### config.mk
export PLATFORM = sky130hd
export DESIGN_NAME = line_crc_delayed_check_unit
export DESIGN_NICKNAME = d
export VERILOG_FILES = /design/src/lcdc_pkg.sv /design/src/line_crc_delayed_check_unit.sv
export SDC_FILE = /design/constraint.sdc
export NUM_CORES = 1
export LEC_CHECK = 0
export CAP_MARGIN = 0
export CORE_AREA = 4 4 84 118
export DETAILED_ROUTE_END_ITERATION = 10
export DIE_AREA = 0 0 88 122
export DONT_BUFFER_PORTS = 1
export PLACE_DENSITY = 0.75
export SLEW_MARGIN = 5
export SYNTH_ARGS = -nofsm -noshare
export SYNTH_HDL_FRONTEND = slang
export SYNTH_SLANG_ARGS = --single-unit
export TNS_END_PERCENT = 10
### constraint.sdc
create_clock -name i_clk -period 6.45 [get_ports i_clk]
set_clock_uncertainty 0.2 [all_clocks]
set_input_delay 0.3225 -clock i_clk [delete_from_list [all_inputs] [get_ports i_clk]]
set_output_delay 0.3225 -clock i_clk [all_outputs]
set_load 0.05 [all_outputs]
### src/lcdc_pkg.sv
// Package for the line CRC delayed check unit: beat types, codes and CRC function.
package lcdc_pkg;

    localparam int unsigned CRC_W  = 16;
    localparam int unsigned WORD_W = 16;
    localparam int unsigned BYTE_W = 8;
    localparam logic [CRC_W-1:0] CRC_POLY = 16'h1021;
    localparam logic [CRC_W-1:0] SEED_RESET = 16'hFFFF;

    localparam int unsigned CFG_IDX_W  = 1;
    localparam int unsigned CFG_DATA_W = 16;
    localparam int unsigned MODE_W     = 2;

    localparam logic [CFG_IDX_W-1:0] REG_CHECK_MODE = 1'd0;
    localparam logic [CFG_IDX_W-1:0] REG_CRC_SEED   = 1'd1;

    localparam logic [MODE_W-1:0] MODE_NONE     = 2'd0;
    localparam logic [MODE_W-1:0] MODE_PREV     = 2'd1;
    localparam logic [MODE_W-1:0] MODE_TWO_BACK = 2'd2;

    typedef struct packed {
        logic [WORD_W-1:0] data_word;
        logic              line_end;
        logic [CRC_W-1:0]  rx_crc;
    } t_in_beat;

    typedef struct packed {
        logic              crc_ok;
        logic [CRC_W-1:0]  line_crc;
    } t_out_beat;

    function automatic logic [CRC_W-1:0] crc_byte(
        input logic [CRC_W-1:0]  crc,
        input logic [BYTE_W-1:0] b
    );
        logic [CRC_W-1:0] c;
        c = crc ^ {b, {(CRC_W-BYTE_W){1'b0}}};
        for (int i = 0; i < BYTE_W; i++) begin
            if (c[CRC_W-1]) begin
                c = {c[CRC_W-2:0], 1'b0} ^ CRC_POLY;
            end else begin
                c = {c[CRC_W-2:0], 1'b0};
            end
        end
        return c;
    endfunction

    function automatic logic [CRC_W-1:0] crc_word(
        input logic [CRC_W-1:0]  crc,
        input logic [WORD_W-1:0] w
    );
        return crc_byte(crc_byte(crc, w[BYTE_W-1:0]), w[WORD_W-1:BYTE_W]);
    endfunction

endpackage

### src/line_crc_delayed_check_unit.sv
// Line CRC16-CCITT unit with delayed compare against the line one or two back.
//
//  channel | direction | handshake               | payload
//  --------+-----------+-------------------------+------------------------------
//  in      | input     | i_in_valid / o_in_stall | i_in  (data_word, line_end, rx_crc)
//  out     | output    | o_out_valid/ i_out_stall| o_out (crc_ok, line_crc)
//  cfg     | input     | i_cfg_we                | i_cfg_index, i_cfg_data
//
// One beat per clock while o_in_stall is low; the input register takes the beat,
// then the two-byte CRC update is loaded into the result register.
// A beat without line_end produces no result and never waits on the output.
// A line_end beat holds in the input register while the result register is full
// and stalled; o_in_stall follows.
// Synchronous reset clears control state and history and sets the seed to 0xFFFF.
module line_crc_delayed_check_unit (
    input  logic                                  i_clk,
    input  logic                                  i_rst_n,
    input  logic                                  i_in_valid,
    output logic                                  o_in_stall,
    input  lcdc_pkg::t_in_beat                    i_in,
    output logic                                  o_out_valid,
    input  logic                                  i_out_stall,
    output lcdc_pkg::t_out_beat                   o_out,
    input  logic                                  i_cfg_we,
    input  logic [lcdc_pkg::CFG_IDX_W-1:0]        i_cfg_index,
    input  logic [lcdc_pkg::CFG_DATA_W-1:0]       i_cfg_data
);

    logic                          r_in_valid, n_in_valid;
    lcdc_pkg::t_in_beat            r_in;
    logic                          r_out_valid, n_out_valid;
    lcdc_pkg::t_out_beat           r_out;
    logic [lcdc_pkg::MODE_W-1:0]   r_mode;
    logic [lcdc_pkg::CRC_W-1:0]    r_seed;
    logic [lcdc_pkg::CRC_W-1:0]    r_crc, n_crc;
    logic                          r_mid;
    logic [lcdc_pkg::CRC_W-1:0]    r_hist0, r_hist1;

    logic                          s1_fire;
    logic                          in_accept;
    logic                          end_fire;
    logic [lcdc_pkg::CRC_W-1:0]    expected;
    logic                          ok;

    assign s1_fire    = r_in_valid && (!r_in.line_end || !r_out_valid || !i_out_stall);
    assign o_in_stall = r_in_valid && !s1_fire;
    assign in_accept  = i_in_valid && !o_in_stall;
    assign end_fire   = s1_fire && r_in.line_end;

    assign n_crc    = lcdc_pkg::crc_word(r_mid ? r_crc : r_seed, r_in.data_word);
    assign expected = (r_mode == lcdc_pkg::MODE_PREV) ? r_hist0 : r_hist1;
    assign ok       = (r_mode == lcdc_pkg::MODE_NONE) || (r_in.rx_crc == expected);

    always_comb begin
        n_in_valid = r_in_valid;
        if (in_accept) begin
            n_in_valid = 1'b1;
        end else if (s1_fire) begin
            n_in_valid = 1'b0;
        end
    end

    always_comb begin
        n_out_valid = r_out_valid && i_out_stall;
        if (end_fire) begin
            n_out_valid = 1'b1;
        end
    end

    always_ff @(posedge i_clk) begin
        if (!i_rst_n) begin
            r_in_valid  <= 1'b0;
            r_out_valid <= 1'b0;
            r_mode      <= lcdc_pkg::MODE_NONE;
            r_seed      <= lcdc_pkg::SEED_RESET;
            r_crc       <= lcdc_pkg::SEED_RESET;
            r_mid       <= 1'b0;
            r_hist0     <= '0;
            r_hist1     <= '0;
        end else begin
            r_in_valid  <= n_in_valid;
            r_out_valid <= n_out_valid;
            if (i_cfg_we) begin
                unique case (i_cfg_index)
                    lcdc_pkg::REG_CHECK_MODE: r_mode <= i_cfg_data[lcdc_pkg::MODE_W-1:0];
                    lcdc_pkg::REG_CRC_SEED:   r_seed <= i_cfg_data[lcdc_pkg::CRC_W-1:0];
                    default: ;
                endcase
            end
            if (s1_fire) begin
                r_crc <= n_crc;
                r_mid <= !r_in.line_end;
            end
            if (end_fire && (r_mode != lcdc_pkg::MODE_NONE)) begin
                r_hist1 <= r_hist0;
                r_hist0 <= n_crc;
            end
        end
    end

    always_ff @(posedge i_clk) begin
        if (in_accept) begin
            r_in <= i_in;
        end
        if (end_fire) begin
            r_out.crc_ok   <= ok;
            r_out.line_crc <= n_crc;
        end
    end

    assign o_out_valid = r_out_valid;
    assign o_out       = r_out;

`ifndef SYNTHESIS
    a_end_gives_result: assert property (@(posedge i_clk) disable iff (!i_rst_n)
        end_fire |=> o_out_valid)
        else $error("line end beat did not produce a result");

    a_mid_after_word: assert property (@(posedge i_clk) disable iff (!i_rst_n)
        (s1_fire && !r_in.line_end) |=> r_mid)
        else $error("mid-line flag not set after a line word");

    a_hist_tracks_out: assert property (@(posedge i_clk) disable iff (!i_rst_n)
        (end_fire && (r_mode != lcdc_pkg::MODE_NONE)) |=> (r_hist0 == o_out.line_crc))
        else $error("history entry differs from reported line CRC");

    a_mode_none_hist: assert property (@(posedge i_clk) disable iff (!i_rst_n)
        (end_fire && (r_mode == lcdc_pkg::MODE_NONE)) |=> ($stable(r_hist0) && $stable(r_hist1)))
        else $error("history shifted with checking off");

    a_no_stall_when_empty: assert property (@(posedge i_clk) disable iff (!i_rst_n)
        (!r_in_valid) |-> !o_in_stall)
        else $error("input stalled with empty input register");
`endif

endmodule

# Word-level counts from Yosys, hierarchy flattened
# Cells that the tools add are included.
word_totals:
  ff_bits: 119
  output_inout_bits: 19
  word_cells: 74
classes:
  eq_ne: 2
  mux: 21
  bitwise_logic: 19
  reduce_logical: 19
ops:
  columns: ["operator", "n"]
  rows:
  - ["2-to-1 mux 13 bit", 16]
  - ["NOT 3 bit", 16]
  - ["2-to-1 mux 16 bit", 2]
  - ["bitwise XOR 16 bit", 2]
  - ["== test 16 bit", 1]
  - ["logical AND 1 bit", 6]
  - ["zero test 1 bit", 5]
  - ["AND reduction 2 bit", 2]
  - ["nonzero test 2 bit", 2]
  - ["logical OR 1 bit", 3]
  - ["2-to-1 mux 1 bit", 3]
  - ["== test 2 x 1 -> 1 bit, second input constant", 1]
  - ["zero test 2 bit", 1]
  - ["NOT 1 bit", 1]

# Longest topological paths before layout
depth:
  ltp_word: 35
  ltp_mapped: 8
  depth_no_buf: 6

# Worst setup path before layout
# No wires, ideal clock.
synth_timing:
  path_type: "register -> register"
  from: "reg r_out_valid, in the netlist o_out_valid"
  to: "reg r_in[0] (netlist name) (enable)"
  setup_time_ns: 0.426
  arrival_time_ns: 2.411
  path_slack_ns: 3.412
  path_stages_with_launch: 4
  path_buffers: 0
  synth_period_minus_slack_ns: 3.038
  cell_sequence: "dfxtp_1 > nand2_1 > nor2_1 > nor2b_1"
synth_via:
  elab_chain_len: 8
synth_lines:
  columns: ["element", "line_no", "source"]
  rows:
  - ["from (decl)", "line_crc_delayed_check_unit.sv:31", "logic r_out_valid, n_out_valid;"]
  - ["from (signal assigned)", "line_crc_delayed_check_unit.sv:82", "r_out_valid <= n_out_valid;"]
  - ["zero test 1 bit", "line_crc_delayed_check_unit.sv:45", "assign s1_fire = r_in_valid && (!r_in.line_end || !r_out_valid || !i_out_stall);"]
  - ["logical OR 1 bit (2 in series)", "line_crc_delayed_check_unit.sv:45", null]
  - ["logical AND 1 bit", "line_crc_delayed_check_unit.sv:45", null]
  - ["zero test 1 bit", "line_crc_delayed_check_unit.sv:46", "assign o_in_stall = r_in_valid && !s1_fire;"]
  - ["logical AND 1 bit", "line_crc_delayed_check_unit.sv:46", null]
  - ["named net o_in_stall", "line_crc_delayed_check_unit.sv:19", "output logic o_in_stall,"]
  - ["zero test 1 bit", "line_crc_delayed_check_unit.sv:47", "assign in_accept = i_in_valid && !o_in_stall;"]
  - ["logical AND 1 bit", "line_crc_delayed_check_unit.sv:47", null]
  - ["named net in_accept", "line_crc_delayed_check_unit.sv:40", "logic in_accept;"]
  - ["to (signal assigned)", "line_crc_delayed_check_unit.sv:103", "r_in <= i_in;"]
  - ["to (decl)", "line_crc_delayed_check_unit.sv:30", "lcdc_pkg::t_in_beat r_in;"]
# The timed path passes the listed nets, and every way through them passes these cells.
# A chain may end at the register's enable or synchronous reset.

# Worst setup path in the final report
layout_timing:
  from: "reg r_out_valid, in the netlist o_out_valid"
  to: "reg r_hist0[12] (netlist name)"
layout_via:
  elab_chain_len: 6
layout_lines:
  columns: ["element", "line_no", "source"]
  rows:
  - ["zero test 1 bit", "line_crc_delayed_check_unit.sv:45", null]
  - ["logical OR 1 bit (2 in series)", "line_crc_delayed_check_unit.sv:45", null]
  - ["logical AND 1 bit", "line_crc_delayed_check_unit.sv:45", null]
  - ["logical AND 1 bit", "line_crc_delayed_check_unit.sv:48", "assign end_fire = s1_fire && r_in.line_end;"]
  - ["named net end_fire", "line_crc_delayed_check_unit.sv:41", "logic end_fire;"]
  - ["logical AND 1 bit", "line_crc_delayed_check_unit.sv:94", "if (end_fire && (r_mode != lcdc_pkg::MODE_NONE)) begin"]
  - ["to (signal assigned)", "line_crc_delayed_check_unit.sv:96", "r_hist0 <= n_crc;"]
  - ["to (decl)", "line_crc_delayed_check_unit.sv:37", "logic [lcdc_pkg::CRC_W-1:0] r_hist0, r_hist1;"]
# The timed path passes the listed nets, and every way through them passes these cells.

==> impl_metrics.tcl <==
set metrics [dict create \
    cpMostUsedCell "nand2_1" \
    synth_common_cells "107 x nand2_1, 69 x dfxtp_1, 50 x edfxtp_1, 38 x xnor2_1, 31 x mux2i_1" \
    max-slew-margin-rel_pct 24.56 \
    slew_viol_final 0 \
    tns_ns 0 \
    hp-start "i_rst_n" \
    numCtsBuffers 17 \
    coreArea_mm2 0.008875 \
    yosysTopAreaCellShare_pct 28.65 \
    status "finished clean" \
    synth_top_flop_cell "dfxtp_1" \
    place_ws_ns 3.258 \
    reg2regPathDepth 6 \
    p_leak_uw 0.002454 \
    synth-async-reset-ratio_pct 0 \
    ys_types 39 \
    seq_area_frac_synth_pct 55.01 \
    reg2reg_from "o_out_valid" \
    cts_tree "yes" \
    cts-root-buf "clkbuf_16" \
    worst_slew_pin_slew_ns 1.132 \
    num_antenna_cells 0 \
    hold_viol_final 0 \
    fin_crit_ns 3.190 \
    rsz0062_at_grt "no" \
    start_util_pct 59.04 \
    area_growth_pct 24.02 \
    cts.sinks 119 \
    yosysWarnings 0 \
    synth-seq-cells 119 \
    dieWidth_um 88 \
    yosys.cell_count.top_type "nand2_1" \
    end_kind "register" \
    worst_slack_ns 3.260 \
    cap_violations 0 \
    r2r_end "r_hist0[12]" \
    path_max_fanout 35 \
    wl_per_cell_um 16.84 \
    synth_edf_count 50 \
    die_area_mm2 0.01074 \
    power_density_mw_per_mm2 370.1 \
    port-buffer-count 0 \
    cp-start-kind "register" \
    clk_path_buf_depth 2 \
    path_class "register to register" \
    grt_pass1_wl_um 17330 \
    netlist_area_mm2 0.005240 \
    drt_iter0_markers 206 \
    placementRows 41 \
    critPathMaxStageDelay_ns 0.99 \
    drt-pass1-iter-count 4 \
    postCtsSetupRepairBufs 0 \
    synth_fp_nets 520 \
    first_global_vias 3546 \
    fin_crit_sh_pct 49.46 \
    ant_nets 0 \
    postSynthAreaPerCell_um2 11.27 \
    drc 0 \
    whs_endpoint "r_seed[15]" \
    synth_area_leaders "edfxtp_1 29%, dfxtp_1 26%, nand2_1 7.7%, xnor2_1 6.4%, mux2i_1 5.9%" \
    die_y_um 122 \
    clk_pin_slew_ns 0.05 \
    cp.required_ns 6.59 \
    grt_usage_pct 21.66 \
    path_cells "nand2_1 -> and3_1 -> o21a_1 -> nand2_1 -> or3_1 -> nand3_1" \
    htree_levels 4 \
    setup_viol_count_final 0 \
    io_pins 74 \
    routed_wirelength_um 10700 \
    syn-instance-count 465 \
    synth.largest_area_cell "edfxtp_1" \
    nNetsFinal 570 \
    gp_congestion 0.8319 \
    critPathSlowestCell "o21a_1" \
    vias 3418 \
    clk-insertion-delay-late_ns 0.41 \
    grt_max_degree 72 \
    layout-drive-gt1-share_pct 8.902 \
    drt-vias-per-instance 5.383 \
    antenna_found_initial 0 \
    hold_depth 2 \
    fmax_ghz 0.3135 \
    dpl.hpwl_um 7009 \
    r2r_slack_ns 3.26 \
    min_path_type "input pin to register" \
    peakVddDrop_mv 0.2888 \
    grt_overflow 0 \
    cp.arrival_ns 3.33 \
]
[metrics by stage]
| stage | area, µm² | util (%) | total power, µW | hold slack [ns] | std cells |
|---|---|---|---|---|---|
| floorplan | 5240 | - | 1272 | 0.2214 | 465 |
| global placement | 5283 | 59.52 | 1346 | 0.2017 | 549 |
| detailed placement | 5283 | 59.52 | 1353 | 0.2057 | 549 |
| CTS | 6499 | 73.23 | 2419 | 0.02157 | 635 |
| global route | 6499 | 73.23 | 2494 | 0.02527 | 635 |
| finish | 6499 | 73.23 | 2405 | 0.03509 | 635 |
[cells by family after synthesis]
logic type | synth area share (%)
buf+inv | 2.388
compound gates | 5.993
xor+xnor | 15.66
mux | 6.781
flops | 55.01
simple gates | 14.16
[layout make-up]
type                            instances  area (µm²)
Sequential cell                       119        2883
Fill cell                             581        2376
Multi-Input combinational cell        318        2240
Timing Repair Buffer                   56       573.1
Clock buffer                           23       488.0
Clock inverter                          9       170.2
Tap cell                              107       133.9
Inverter                                3       11.26
[routing by layer]
metal  routed length [µm]  part of all wire [%]  up-vias  global-route usage [%]
met5                    0                     0        -                       0
met4                  229                   2.1        0                   8.157
met3                  469                   4.4       20                   7.510
met2                 5723                    54       81                   38.16
met1                 4274                    40     1634                   23.56
li1                     -                     -     1683                       -
[power breakdown]
group	switching (µW)	total (µW)	internal, µW
Sequential	82.5	951	869
Combinational	223	424	202
Clock	307	1030	723
Total	612	2410	1790
[how the worst max path moves through the flow]
| stage | start | cells after the start | slack [ns] | end |
|---|---|---|---|---|
| after floorplan | o_out_valid | 3 | 3.41 | r_in[0] |
| after global placement | r_mid | 6 | 3.31 | r_hist0[7] |
| after detailed placement | r_mid | 6 | 3.26 | r_hist0[7] |
| after CTS | r_mid | 6 | 3.24 | r_hist0[7] |
| after global routing | o_out_valid | 6 | 3.04 | r_hist0[12] |
| final | o_out_valid | 6 | 3.26 | r_hist0[12] |
[flip-flops by register name, indices dropped and copies added, names as in the netlist]
name / cells
r_in: 33
o_out: 17
r_crc: 16
r_hist0: 16
r_hist1: 16
r_seed: 16
r_mode: 2
o_out_valid: 1
r_in_valid: 1
r_mid: 1
[critical path, delay by kind of cell, from the launching register on]
| kind | cells | cell delay, ns |
|---|---|---|
| AO/OA/AOI/OAI | 1 | 0.99 |
| flip-flops | 1 | 0.48 |
| AND/OR/NAND/NOR | 5 | 1.45 |
[cell usage in the layout, fill, tap and decap left out, types with 5 or more instances in the layout]
cell,netlist,layout
xnor2_2,5,5
edfxtp_1,50,50
nor2_1,20,20
dlygate4sd3_1,0,53
mux2i_1,31,31
dfxtp_1,69,69
bufinv_16,0,5
clkbuf_16,0,17
nand3_1,28,28
xnor3_1,5,5
a21boi_0,24,24
xnor2_1,38,38
xor2_1,11,11
nand2_1,107,107
o21ai_0,7,6
[what timing repair did]
action | 4_1_cts | 5_1_grt
hold buffers | 54 | 0
endpoints found under the hold margin | 102 | 0
resized for setup | 0 | 0
Power figures use the tool's default switching activity.
